$ cat src/rtl/ierr_pkg.sv
// ierr_pkg: shared types, constants and checksum helper for the icmp echo reply rewriter
// used by ierr_capture, ierr_reply and icmp_echo_reply_rewriter_unit; no dependencies
`default_nettype none

package ierr_pkg;

  localparam int unsigned WordIdxW = 15;
  localparam int unsigned OffsetW  = 3;

  localparam logic [WordIdxW-1:0] WordIdxMax = '1;

  // ip / icmp field codes
  localparam logic [7:0]  ProtoIcmp       = 8'd1;
  localparam logic [7:0]  IcmpEchoRequest = 8'd8;
  localparam logic [7:0]  IcmpEchoReply   = 8'd0;
  localparam logic [15:0] MinPktLen       = 16'd28;
  localparam logic [7:0]  ReplyTtlReset   = 8'd64;

  // word positions inside the packet
  localparam logic [WordIdxW-1:0] WordIdxIpW0   = 15'd0;
  localparam logic [WordIdxW-1:0] WordIdxIpW1   = 15'd1;
  localparam logic [WordIdxW-1:0] WordIdxIpW2   = 15'd2;
  localparam logic [WordIdxW-1:0] WordIdxIpW3   = 15'd3;
  localparam logic [WordIdxW-1:0] WordIdxIpW4   = 15'd4;
  localparam logic [WordIdxW-1:0] WordIdxIcmpW0 = 15'd5;

  localparam logic [OffsetW-1:0] OffsetDrop  = 3'd0;
  localparam logic [OffsetW-1:0] OffsetFirst = 3'd2;

  localparam logic VerdictDrop  = 1'b0;
  localparam logic VerdictPatch = 1'b1;

  // packet summary handed from the capture stage to the reply stage
  typedef struct packed {
    logic        drop;
    logic [15:0] body_sum;
    logic [15:0] hdr_sum;
    logic [7:0]  msg_code;
    logic [31:0] ip_w3;
    logic [31:0] ip_w4;
  } pkt_summary_t;

  // ones' complement add with end-around carry; a nonzero total stays in 1..0xffff
  function automatic logic [15:0] oc_add(input logic [15:0] a, input logic [15:0] b);
    logic [16:0] s;
    s = {1'b0, a} + {1'b0, b};
    return s[15:0] + {15'd0, s[16]};
  endfunction

endpackage

`default_nettype wire

$ cat src/rtl/ierr_capture.sv
// ierr_capture: per-word input stage, keeps header fields and running checksums
// depends on ierr_pkg; produces the packet summary on the final word
`default_nettype none

module ierr_capture (
  input  wire logic                  clk_i,
  input  wire logic                  rst_ni,
  input  wire logic                  accept_i,
  input  wire logic [31:0]           packet_word_i,
  input  wire logic                  last_word_i,
  output ierr_pkg::pkt_summary_t     summary_o
);
  import ierr_pkg::*;

  logic [WordIdxW-1:0] word_idx_q, word_idx_d;
  logic [15:0]         body_sum_q, body_sum_d;
  logic [15:0]         hdr_sum_q, hdr_sum_d;
  logic [15:0]         ip_len_q;
  logic [7:0]          ip_proto_q;
  logic [31:0]         ip_w3_q, ip_w4_q;
  logic [7:0]          msg_type_q, msg_code_q;

  logic [16:0] byte_pos;
  logic [16:0] byte_rem;
  logic [31:0] body_mask;
  logic [15:0] body_add;
  logic [15:0] hdr_add;
  logic [WordIdxW:0] word_cnt;
  logic [WordIdxW+2:0] cnt_bytes;

  assign byte_pos = {word_idx_q, 2'b00};
  assign byte_rem = {1'b0, ip_len_q} - byte_pos;

  always_comb begin
    unique case (byte_rem)
      17'd1:   body_mask = 32'hff00_0000;
      17'd2:   body_mask = 32'hffff_0000;
      17'd3:   body_mask = 32'hffff_ff00;
      default: body_mask = 32'hffff_ffff;
    endcase
  end

  assign body_add = oc_add(oc_add(body_sum_q, packet_word_i[31:16] & body_mask[31:16]),
                           packet_word_i[15:0] & body_mask[15:0]);
  assign hdr_add  = oc_add(oc_add(hdr_sum_q, packet_word_i[31:16]), packet_word_i[15:0]);

  always_comb begin
    body_sum_d = body_sum_q;
    hdr_sum_d  = hdr_sum_q;
    if (word_idx_q > WordIdxIcmpW0 && byte_pos < {1'b0, ip_len_q}) begin
      body_sum_d = body_add;
    end
    // word 2 carries ttl, protocol and the old checksum: handled at reply time
    if (word_idx_q == WordIdxIpW0 || word_idx_q == WordIdxIpW1 ||
        word_idx_q == WordIdxIpW3 || word_idx_q == WordIdxIpW4) begin
      hdr_sum_d = hdr_add;
    end
    word_idx_d = (word_idx_q == WordIdxMax) ? word_idx_q : word_idx_q + 1'b1;
  end

  assign word_cnt  = {1'b0, word_idx_q} + 1'b1;
  assign cnt_bytes = {word_cnt, 2'b00};

  // every stored header field is written before it matters: short packets drop first
  always_comb begin
    summary_o.drop      = (word_idx_q <= WordIdxIcmpW0) || (ip_len_q < MinPktLen) ||
                          (cnt_bytes < {2'b00, ip_len_q}) || (ip_proto_q != ProtoIcmp) ||
                          (msg_type_q != IcmpEchoRequest);
    summary_o.body_sum  = body_sum_d;
    summary_o.hdr_sum   = hdr_sum_q;
    summary_o.msg_code  = msg_code_q;
    summary_o.ip_w3     = ip_w3_q;
    summary_o.ip_w4     = ip_w4_q;
  end

  always_ff @(posedge clk_i or negedge rst_ni) begin
    if (!rst_ni) begin
      word_idx_q <= '0;
      body_sum_q <= '0;
      hdr_sum_q  <= '0;
    end else if (accept_i) begin
      if (last_word_i) begin
        word_idx_q <= '0;
        body_sum_q <= '0;
        hdr_sum_q  <= '0;
      end else begin
        word_idx_q <= word_idx_d;
        body_sum_q <= body_sum_d;
        hdr_sum_q  <= hdr_sum_d;
      end
    end
  end

  // header field captures, no reset needed
  always_ff @(posedge clk_i) begin
    if (accept_i) begin
      if (word_idx_q == WordIdxIpW0) ip_len_q <= packet_word_i[15:0];
      if (word_idx_q == WordIdxIpW2) ip_proto_q <= packet_word_i[23:16];
      if (word_idx_q == WordIdxIpW3) ip_w3_q <= packet_word_i;
      if (word_idx_q == WordIdxIpW4) ip_w4_q <= packet_word_i;
      if (word_idx_q == WordIdxIcmpW0) begin
        msg_type_q <= packet_word_i[31:24];
        msg_code_q <= packet_word_i[23:16];
      end
    end
  end

endmodule

`default_nettype wire

$ cat src/rtl/ierr_reply.sv
// ierr_reply: summary holding register, result sequencer and output register
// depends on ierr_pkg; fed by ierr_capture through the packet summary
`default_nettype none

module ierr_reply (
  input  wire logic                        clk_i,
  input  wire logic                        rst_ni,
  input  wire logic                        load_i,
  input  wire ierr_pkg::pkt_summary_t      summary_i,
  input  wire logic [7:0]                  reply_ttl_i,
  output logic                             slot_free_o,
  output logic                             out_valid_o,
  input  wire logic                        out_ready_i,
  output logic                             verdict_o,
  output logic [ierr_pkg::OffsetW-1:0]     word_offset_o,
  output logic [31:0]                      patch_word_o,
  output logic                             last_result_o
);
  import ierr_pkg::*;

  pkt_summary_t summ_q;
  logic         summ_valid_q;
  logic [1:0]   res_idx_q;

  logic         out_valid_q;
  logic         verdict_q, verdict_d;
  logic [OffsetW-1:0] offset_q, offset_d;
  logic [31:0]  word_q, word_d;
  logic         last_q, last_d;

  logic         emit, emit_last;
  logic [15:0]  hdr_csum, icmp_csum;

  assign emit      = summ_valid_q && (!out_valid_q || out_ready_i);
  assign emit_last = emit && (summ_q.drop || res_idx_q == 2'd3);
  assign slot_free_o = !summ_valid_q || emit_last;

  assign hdr_csum  = ~oc_add(summ_q.hdr_sum, {reply_ttl_i, ProtoIcmp});
  assign icmp_csum = ~oc_add(summ_q.body_sum, {8'd0, summ_q.msg_code});

  always_comb begin
    if (summ_q.drop) begin
      verdict_d = VerdictDrop;
      offset_d  = OffsetDrop;
      word_d    = '0;
      last_d    = 1'b1;
    end else begin
      verdict_d = VerdictPatch;
      offset_d  = OffsetFirst + {1'b0, res_idx_q};
      last_d    = (res_idx_q == 2'd3);
      unique case (res_idx_q)
        2'd0:    word_d = {reply_ttl_i, ProtoIcmp, hdr_csum};
        2'd1:    word_d = summ_q.ip_w4;  // new source is the old destination
        2'd2:    word_d = summ_q.ip_w3;
        default: word_d = {IcmpEchoReply, summ_q.msg_code, icmp_csum};
      endcase
    end
  end

  always_ff @(posedge clk_i or negedge rst_ni) begin
    if (!rst_ni) begin
      summ_valid_q <= 1'b0;
      res_idx_q    <= '0;
      out_valid_q  <= 1'b0;
    end else begin
      if (load_i) begin
        summ_valid_q <= 1'b1;
      end else if (emit_last) begin
        summ_valid_q <= 1'b0;
      end
      if (emit_last) begin
        res_idx_q <= '0;
      end else if (emit) begin
        res_idx_q <= res_idx_q + 1'b1;
      end
      if (emit) begin
        out_valid_q <= 1'b1;
      end else if (out_ready_i) begin
        out_valid_q <= 1'b0;
      end
    end
  end

  always_ff @(posedge clk_i) begin
    if (load_i) begin
      summ_q <= summary_i;
    end
    if (emit) begin
      verdict_q <= verdict_d;
      offset_q  <= offset_d;
      word_q    <= word_d;
      last_q    <= last_d;
    end
  end

  assign out_valid_o   = out_valid_q;
  assign verdict_o     = verdict_q;
  assign word_offset_o = offset_q;
  assign patch_word_o  = word_q;
  assign last_result_o = last_q;

endmodule

`default_nettype wire

$ cat src/rtl/icmp_echo_reply_rewriter_unit.sv
// icmp_echo_reply_rewriter_unit: top level of the icmp echo reply rewriter
// depends on ierr_pkg, ierr_capture and ierr_reply
//
// usage
// - input channel (in_valid_i / in_ready_o): one big-endian 32-bit packet word per
//   transaction, starting at the ipv4 header (always taken as five words), with
//   last_word_i set on the final word of the packet
// - output channel (out_valid_o / out_ready_i): for an icmp echo request four patch
//   transactions (word offsets 2..5: ttl/protocol/header checksum, swapped addresses,
//   icmp type/code/checksum), otherwise a single drop transaction; last_result_o marks
//   the final transaction of a packet
// - config channel (cfg_valid_i / cfg_ready_o): writes the reply ttl, always ready
// throughput: one packet word per cycle; non-final words are never stalled. a final
//   word waits only while the previous packet still holds the single summary slot,
//   i.e. until its final result has been issued into the output register
// result path: a packet's summary register, then the output register;
//   the four patch words follow in consecutive cycles when the receiver is ready
// reset: word count and checksums clear, reply ttl returns to 64, no results pending
// receiver stall: the output register holds its transaction; new words keep streaming
//   in until a second final word arrives
`default_nettype none

module icmp_echo_reply_rewriter_unit (
  input  wire logic                      clk_i,
  input  wire logic                      rst_ni,
  // packet word input
  input  wire logic                      in_valid_i,
  output logic                           in_ready_o,
  input  wire logic [31:0]               packet_word_i,
  input  wire logic                      last_word_i,
  // result output
  output logic                           out_valid_o,
  input  wire logic                      out_ready_i,
  output logic                           verdict_o,
  output logic [ierr_pkg::OffsetW-1:0]   word_offset_o,
  output logic [31:0]                    patch_word_o,
  output logic                           last_result_o,
  // reply ttl configuration
  input  wire logic                      cfg_valid_i,
  output logic                           cfg_ready_o,
  input  wire logic [7:0]                cfg_data_i
);
  import ierr_pkg::*;

  logic         reply_ttl_q;
  logic [7:0]   ttl_q;
  logic         in_accept;
  logic         slot_free;
  pkt_summary_t summary;

  // only a final word needs the summary slot
  assign in_ready_o  = !last_word_i || slot_free;
  assign in_accept   = in_valid_i && in_ready_o;
  assign cfg_ready_o = 1'b1;

  always_ff @(posedge clk_i or negedge rst_ni) begin
    if (!rst_ni) begin
      ttl_q       <= ReplyTtlReset;
      reply_ttl_q <= 1'b0;
    end else begin
      reply_ttl_q <= 1'b1;
      if (cfg_valid_i && cfg_ready_o) begin
        ttl_q <= cfg_data_i;
      end
    end
  end

  ierr_capture u_capture (
    .clk_i         (clk_i),
    .rst_ni        (rst_ni),
    .accept_i      (in_accept),
    .packet_word_i (packet_word_i),
    .last_word_i   (last_word_i),
    .summary_o     (summary)
  );

  ierr_reply u_reply (
    .clk_i         (clk_i),
    .rst_ni        (rst_ni),
    .load_i        (in_accept && last_word_i),
    .summary_i     (summary),
    .reply_ttl_i   (ttl_q),
    .slot_free_o   (slot_free),
    .out_valid_o   (out_valid_o),
    .out_ready_i   (out_ready_i),
    .verdict_o     (verdict_o),
    .word_offset_o (word_offset_o),
    .patch_word_o  (patch_word_o),
    .last_result_o (last_result_o)
  );

  // a drop is a single all-zero final transaction
  a_drop_shape: assert property (@(posedge clk_i) disable iff (!rst_ni)
    out_valid_o && verdict_o == VerdictDrop |->
      last_result_o && patch_word_o == '0 && word_offset_o == OffsetDrop)
    else $error("drop transaction malformed");

  // patch words only target ip words 2..4 and icmp word 0, ending on the icmp word
  a_patch_offset: assert property (@(posedge clk_i) disable iff (!rst_ni)
    out_valid_o && verdict_o == VerdictPatch |->
      (word_offset_o == 3'd2 || word_offset_o == 3'd3 || word_offset_o == 3'd4 ||
       word_offset_o == 3'd5) && (last_result_o == (word_offset_o == 3'd5)))
    else $error("patch offset out of range");

  // patch words of one packet come in ascending offset order
  a_patch_order: assert property (@(posedge clk_i) disable iff (!rst_ni)
    out_valid_o && out_ready_i && verdict_o == VerdictPatch && !last_result_o |=>
      out_valid_o && verdict_o == VerdictPatch &&
      word_offset_o == $past(word_offset_o) + 3'd1)
    else $error("patch sequence broken");

  // ttl register leaves reset at its default
  a_ttl_reset: assert property (@(posedge clk_i)
    !reply_ttl_q && rst_ni |-> ttl_q == ReplyTtlReset)
    else $error("reply ttl not at reset value");

endmodule

`default_nettype wire
$ cat config.mk
export PLATFORM = sky130hd
export DESIGN_NAME = icmp_echo_reply_rewriter_unit
export DESIGN_NICKNAME = d
export VERILOG_FILES = /design/src/rtl/ierr_pkg.sv /design/src/rtl/ierr_capture.sv /design/src/rtl/ierr_reply.sv /design/src/rtl/icmp_echo_reply_rewriter_unit.sv
export SDC_FILE = /design/constraint.sdc
export NUM_CORES = 1
export LEC_CHECK = 0
export ABC_AREA = 0
export BUFFER_PORTS_ARGS = -buffer_cell sky130_fd_sc_hd__buf_2
export CAP_MARGIN = 20
export CORE_UTILIZATION = 53
export CTS_BUF_LIST = sky130_fd_sc_hd__clkbuf_4 sky130_fd_sc_hd__clkbuf_8 sky130_fd_sc_hd__clkbuf_16
export DETAILED_ROUTE_END_ITERATION = 10
export GPL_ROUTABILITY_DRIVEN = 0
export PLACE_DENSITY_LB_ADDON = 0.05
export SLEW_MARGIN = 20
export SYNTH_ARGS = -nofsm -noshare
export SYNTH_HDL_FRONTEND = slang
export SYNTH_SLANG_ARGS = --single-unit
$ cat constraint.sdc
create_clock -name clk_i -period 12.3 [get_ports clk_i]
set_input_delay 0.615 -clock clk_i [delete_from_list [all_inputs] [get_ports clk_i]]
set_output_delay 0.615 -clock clk_i [all_outputs]
set_load 0.02 [all_outputs]
==> Word-level counts from Yosys, hierarchy flattened <==
Cells that the tools add are included.
W data, S select, Z words.
{ "word_totals": {"wordCells": 111, "in_bits": 46, "reg_bits": 305, "output_inout_bits": 40} }
{ "classes": {"addsub": 17, "n_reduce_logical": 32, "n_bitwise": 4, "mux": 15, "eq_ne": 15, "order_cmp": 5} }
{ "ops": {"columns": ["operator", "n"], "rows": [
  ["$add A16 B1 Y16", 6],
  ["$pmux W32 S3", 1],
  ["$add A16 B16 Y17", 5],
  ["$pmux W24 S3", 1],
  ["$mux W16", 4],
  ["$eq A17 B2 Y1 const B", 2],
  ["$and A16 B16 Y16", 2],
  ["$not A16 Y16", 2],
  ["$eq A15 B2 Y1 const B", 2],
  ["$eq A15 B3 Y1 const B", 2],
  ["$mux W15", 2],
  ["$lt A18 B16 Y1", 1],
  ["$add A16 B8 Y17", 1],
  ["$eq A17 B1 Y1 const B", 1],
  ["$lt A17 B16 Y1", 1],
  ["$sub A16 B17 Y17", 1],
  ["$add A15 B1 Y16 const B", 1],
  ["$lt A16 B5 Y1 const B", 1],
  ["$add A15 B1 Y15 const B", 1],
  ["$eq A15 B1 Y1 const B", 1],
  ["$eq A15 B15 Y1 const B", 1],
  ["$gt A15 B3 Y1 const B", 1],
  ["$le A15 B3 Y1 const B", 1],
  ["$logic_not A15 Y1", 1],
  ["15 further kinds", 46]
]} }

==> Logic depth before layout (Yosys ltp) <==
{ "depth": {"depth_word": 10, "depth_mapped": 48, "mapped_depth_nobuf": 48} }

==> Hierarchy <==
Synthesis repeated with hierarchy kept, for this count alone.
{ "unflattened": {"hier_cells": 1676, "area_unflattened_um2": 18450.2} }
{ "by_module_without_submodules": {"columns": ["mod", "n_inst", "cells_per_inst", "seq_area_each_um2", "area_each_um2"], "rows": [
  ["ierr_capture", 1, 1112, 4299.1, 10975.5],
  ["ierr_reply", 1, 542, 4364.2, 7111.8],
  ["icmp_echo_reply_rewriter_unit", 1, 22, 201.4, 362.8]
]} }

==> Worst setup path before layout <==
Ideal clock, no wire load.
{ "synth_path": {"path_type": "reg2reg", "start": "reg u_capture.word_idx_q[0]", "end": "reg u_reply.summ_q[103] in the netlist's numbering, data pin", "arrival_time_ns": 9.801, "path_slack_ns": 2.239, "synth_period_minus_slack_ns": 10.061, "stages_incl_launch_ff": 47, "required_ns": 12.040, "path_buffers": 1, "setup_time_ns": 0.260, "cell_sequence": "dfrtp_1 > ha_1 > fa_1 > nand2b_1 > or4_4 > a2111oi_4 > o221ai_2 > nor4b_2 > o2111ai_1 > nor4b_2 > nand4b_2 > and2_1 > ha_1 > fa_1 > a21o_1 > a221o_1 > a221oi_1 > o2111ai_1 > [11 not listed] > and2_1 > nand4_1 > o21a_1 > a31oi_1 > o21ai_0 > a21oi_1 > o21ai_0 > nand2b_1 > ha_1 > nand2b_1 > a2111oi_0 > o21ai_0 > nor4b_1 > nand4_1 > nor4_1 > nand3_1 > xnor2_1 > mux2_2"} }
{ "synth_lines": {"columns": ["item", "line", "source"], "rows": [
  ["start, declared", "ierr_capture.sv:15", "logic [WordIdxW-1:0] word_idx_q, word_idx_d;"],
  ["start signal, assigned", "ierr_capture.sv:87", "word_idx_q <= word_idx_d;"],
  ["end signal, assigned", "ierr_reply.sv:86", "summ_q <= summary_i;"],
  ["end, declared", "ierr_reply.sv:21", "pkt_summary_t summ_q;"]
]} }

==> run metrics <==
status finished, final reports clean; Mapped Area 18500 sq um; pwr dens 175 nW/um^2; vias in the first global route 13000; Arr. time, crit path 11.68 ns; largest net degree at the start of global routing 63; R2R depth 47; pre-CTS WS 0.715 ns; EDFF count, synth 246; die height 189 um; worst slew pin tran 1.04 ns; delay of the slowest critical-path stage 0.55 ns; Num CTS Buffers 34; Initial Util 0.545; Max-Cap Viols 0; H-tree levels 2; Critical-path top delay cell or4_4; CP most frequent cell o21ai_0; setup TNS 0 ns; final core utilization 0.606; DPL Wire Length 36300 um; # fillers 2854; ys flop type edfxtp_1; syn_nets 1874; Worst-path clk slew 0.07 ns; Clock Path Buffers 3; drt total wl 49900 um; most common cell after layout, fill and taps aside edfxtp_1; reg2reg start u_capture.word_idx_q[0]$_DFFE_PN0P_; CP startpoint kind flop; WL per Instance 22.2 um; Mapped Cells 1693; Die X 189 um; RSZ-0062 raised after global routing no; Rows 67; Max Freq 87.8 MHz; n_diodes 0; clk root buf clkbuf_16; final setup fails 0; Peak VDD IR 180 uV; clk_skew 0.0360 ns; Seq/Total Area, Yosys 0.480; area post-placement 19300 sq um; Ports 86; Slew HR 0.303; multi-input logic area 9130 sq um; total number of vias 13800; Vias/cell 6.14; ANT nets after route 0; Worst EP required 12.59 ns; Crit. End Element flop; initial antenna violation count 6; CTS tree done; period utilisation layout 0.926; FF+latch count, synth 305; worst min path class input pin to asynchronous set/reset pin; drt pass-1 iters 6; number of port buffers 84; Clock Latency Late Sink 0.54 ns; layout cells sized above 1 0.114; final hold viol count 0; Layout area overhead 11.2%; FF-to-FF setup slack 0.91 ns; Global Route Usage Sum 0.281; total core area 33900 sq um; reg-to-reg endpoint u_reply.summ_q[103]$_DFFE_PP_; fin nets 1954; crit path time final 11.39 ns; Yosys Warn Count 0; # clock sinks 305; total gr overflow 0; post-layout total power 3.60 mW; DRC Markers 0; die area 35600 sq um; fraction of registers with async set/reset 0.193; Max Fanout on Critical Path 8; Post-CTS Setup Repair Bufs 0; Leak Pwr 8.09 nW; Reg area 8860 sq um; DRT iter0 DRCs 1297; mean post-synth cell area 10.9 sq um; Worst Setup Path Type flop to flop; Netlist cell types 93; Max Slew Vio Count 0; setup ws final 0.911 ns; first-pass GRT wire length 75700 um; Final Cell Area 20500 sq um; most frequent cells in the layout 246 x edfxtp_1, 129 x ha_1, 109 x nand2_1
critical path, delay by kind of cell (launching register included):
family                   cells  cell delay [ns]
AO/OA/AOI/OAI               19             3.70
XOR/XNOR                     2             0.32
adder cells (fa/ha/maj)      7             2.13
flip-flops                   1             0.45
multiplexers                 1             0.26
AND/OR/NAND/NOR             18             4.27
worst max-delay path by stage:
stage,startpoint,endpoint,slack (ns),cells past startpoint
floorplan,u_capture.word_idx_q[0]$_DFFE_PN0P_,u_reply.summ_q[103]$_DFFE_PP_,2.24,46
global placement,u_capture.word_idx_q[0]$_DFFE_PN0P_,u_reply.summ_q[103]$_DFFE_PP_,1.06,47
detailed placement,u_capture.word_idx_q[0]$_DFFE_PN0P_,u_reply.summ_q[103]$_DFFE_PP_,0.72,47
CTS,u_capture.word_idx_q[0]$_DFFE_PN0P_,u_reply.summ_q[103]$_DFFE_PP_,0.67,47
global route,u_capture.word_idx_q[0]$_DFFE_PN0P_,u_reply.summ_q[103]$_DFFE_PP_,0.04,47
finish,u_capture.word_idx_q[0]$_DFFE_PN0P_,u_reply.summ_q[103]$_DFFE_PP_,0.91,47
through the flow:
| stage | instances | hold slack [ns] |
|---|---|---|
| floorplan | 1693 | 0.319 |
| global placement | 2184 | 0.400 |
| detailed placement | 2184 | 0.405 |
| CTS | 2246 | 0.302 |
| global route | 2247 | 0.315 |
| finish | 2247 | 0.290 |
Yosys cell counts (10+ instances only):
| library cell | count | area share |
|---|---|---|
| nand2b_1 | 18 | 0.0061 |
| nor4_1 | 21 | 0.0071 |
| inv_1 | 79 | 0.016 |
| or2_2 | 10 | 0.0034 |
| a21oi_1 | 77 | 0.021 |
| nand2_1 | 109 | 0.022 |
| a211oi_1 | 18 | 0.0073 |
| nand4_1 | 28 | 0.0095 |
| nor2b_1 | 19 | 0.0064 |
| ha_1 | 129 | 0.087 |
| xnor2_1 | 98 | 0.046 |
| o211ai_1 | 13 | 0.0053 |
| nand3_1 | 49 | 0.013 |
| a221o_1 | 12 | 0.0065 |
| a221oi_1 | 27 | 0.013 |
| xor2_1 | 49 | 0.023 |
| o21bai_1 | 11 | 0.0045 |
| a22o_1 | 17 | 0.0081 |
| dfrtp_1 | 58 | 0.079 |
| and2_1 | 43 | 0.015 |
| o21ai_0 | 82 | 0.022 |
| nor2_1 | 108 | 0.022 |
| mux2_2 | 15 | 0.0092 |
| a21o_1 | 41 | 0.017 |
| nor3_1 | 34 | 0.0092 |
| clkbuf_1 | 46 | 0.0094 |
| edfxtp_1 | 246 | 0.40 |
| and3_1 | 28 | 0.0095 |
| o21a_1 | 17 | 0.0069 |
kinds of logic after synthesis:
| family | after synthesis | share of synthesized area |
|---|---|---|
| AO/OA/AOI/OAI | 423 | 0.163 |
| AND/OR/NAND/NOR | 524 | 0.150 |
| buffers and inverters | 131 | 0.0268 |
| other | 1 | 0.000203 |
| adder cells (fa/ha/maj) | 136 | 0.0945 |
| flip-flops | 305 | 0.480 |
| XOR/XNOR | 148 | 0.0710 |
| multiplexers | 25 | 0.0150 |
layout make-up:
type	instances	area share
timing repair buffer	96	0.0258
sequential	305	0.432
multi-input combinational	1257	0.445
tap	448	0.0273
clock inverter	18	0.00908
inverter	79	0.0144
clock buffer	44	0.0469
what timing repair did:
| item | in CTS | in global routing |
|---|---|---|
| hold buffers | 0 | 0 |
| endpoints found under the hold margin | 0 | 0 |
| gates resized for setup | 0 | 2 |
| endpoints found under the setup margin | 0 | 4 |
metal layers:
| layer | track usage | part of all wire | vias to the layer above |
|---|---|---|---|
| met4 | 0.0965 | 0.032 | 2 |
| met2 | 0.441 | 0.45 | 409 |
| li1 | - | - | 6572 |
| met5 | 0 | 0.00038 | - |
| met3 | 0.0332 | 0.055 | 81 |
| met1 | 0.404 | 0.46 | 6732 |
power by group:
group	internal [mW]	leakage [nW]	switching, mW	total (mW)
Sequential	1.19	3.07	0.0517	1.24
Combinational	0.527	4.45	0.792	1.32
Clock	0.606	0.574	0.427	1.03
state kept, by name (all words and copies together), names as in the netlist, 8 cells and up:
| register | count |
|---|---|
| u_reply.summ_q | 105 |
| u_capture.ip_w3_q | 32 |
| u_capture.ip_w4_q | 32 |
| u_reply.patch_word_o | 32 |
| u_capture.body_sum_q | 16 |
| u_capture.hdr_sum_q | 16 |
| u_capture.ip_len_q | 16 |
| u_capture.word_idx_q | 15 |
| ttl_q | 8 |
| u_capture.ip_proto_q | 8 |
| u_capture.msg_code_q | 8 |
| u_capture.msg_type_q | 8 |
(Power assumes the default switching activity.)
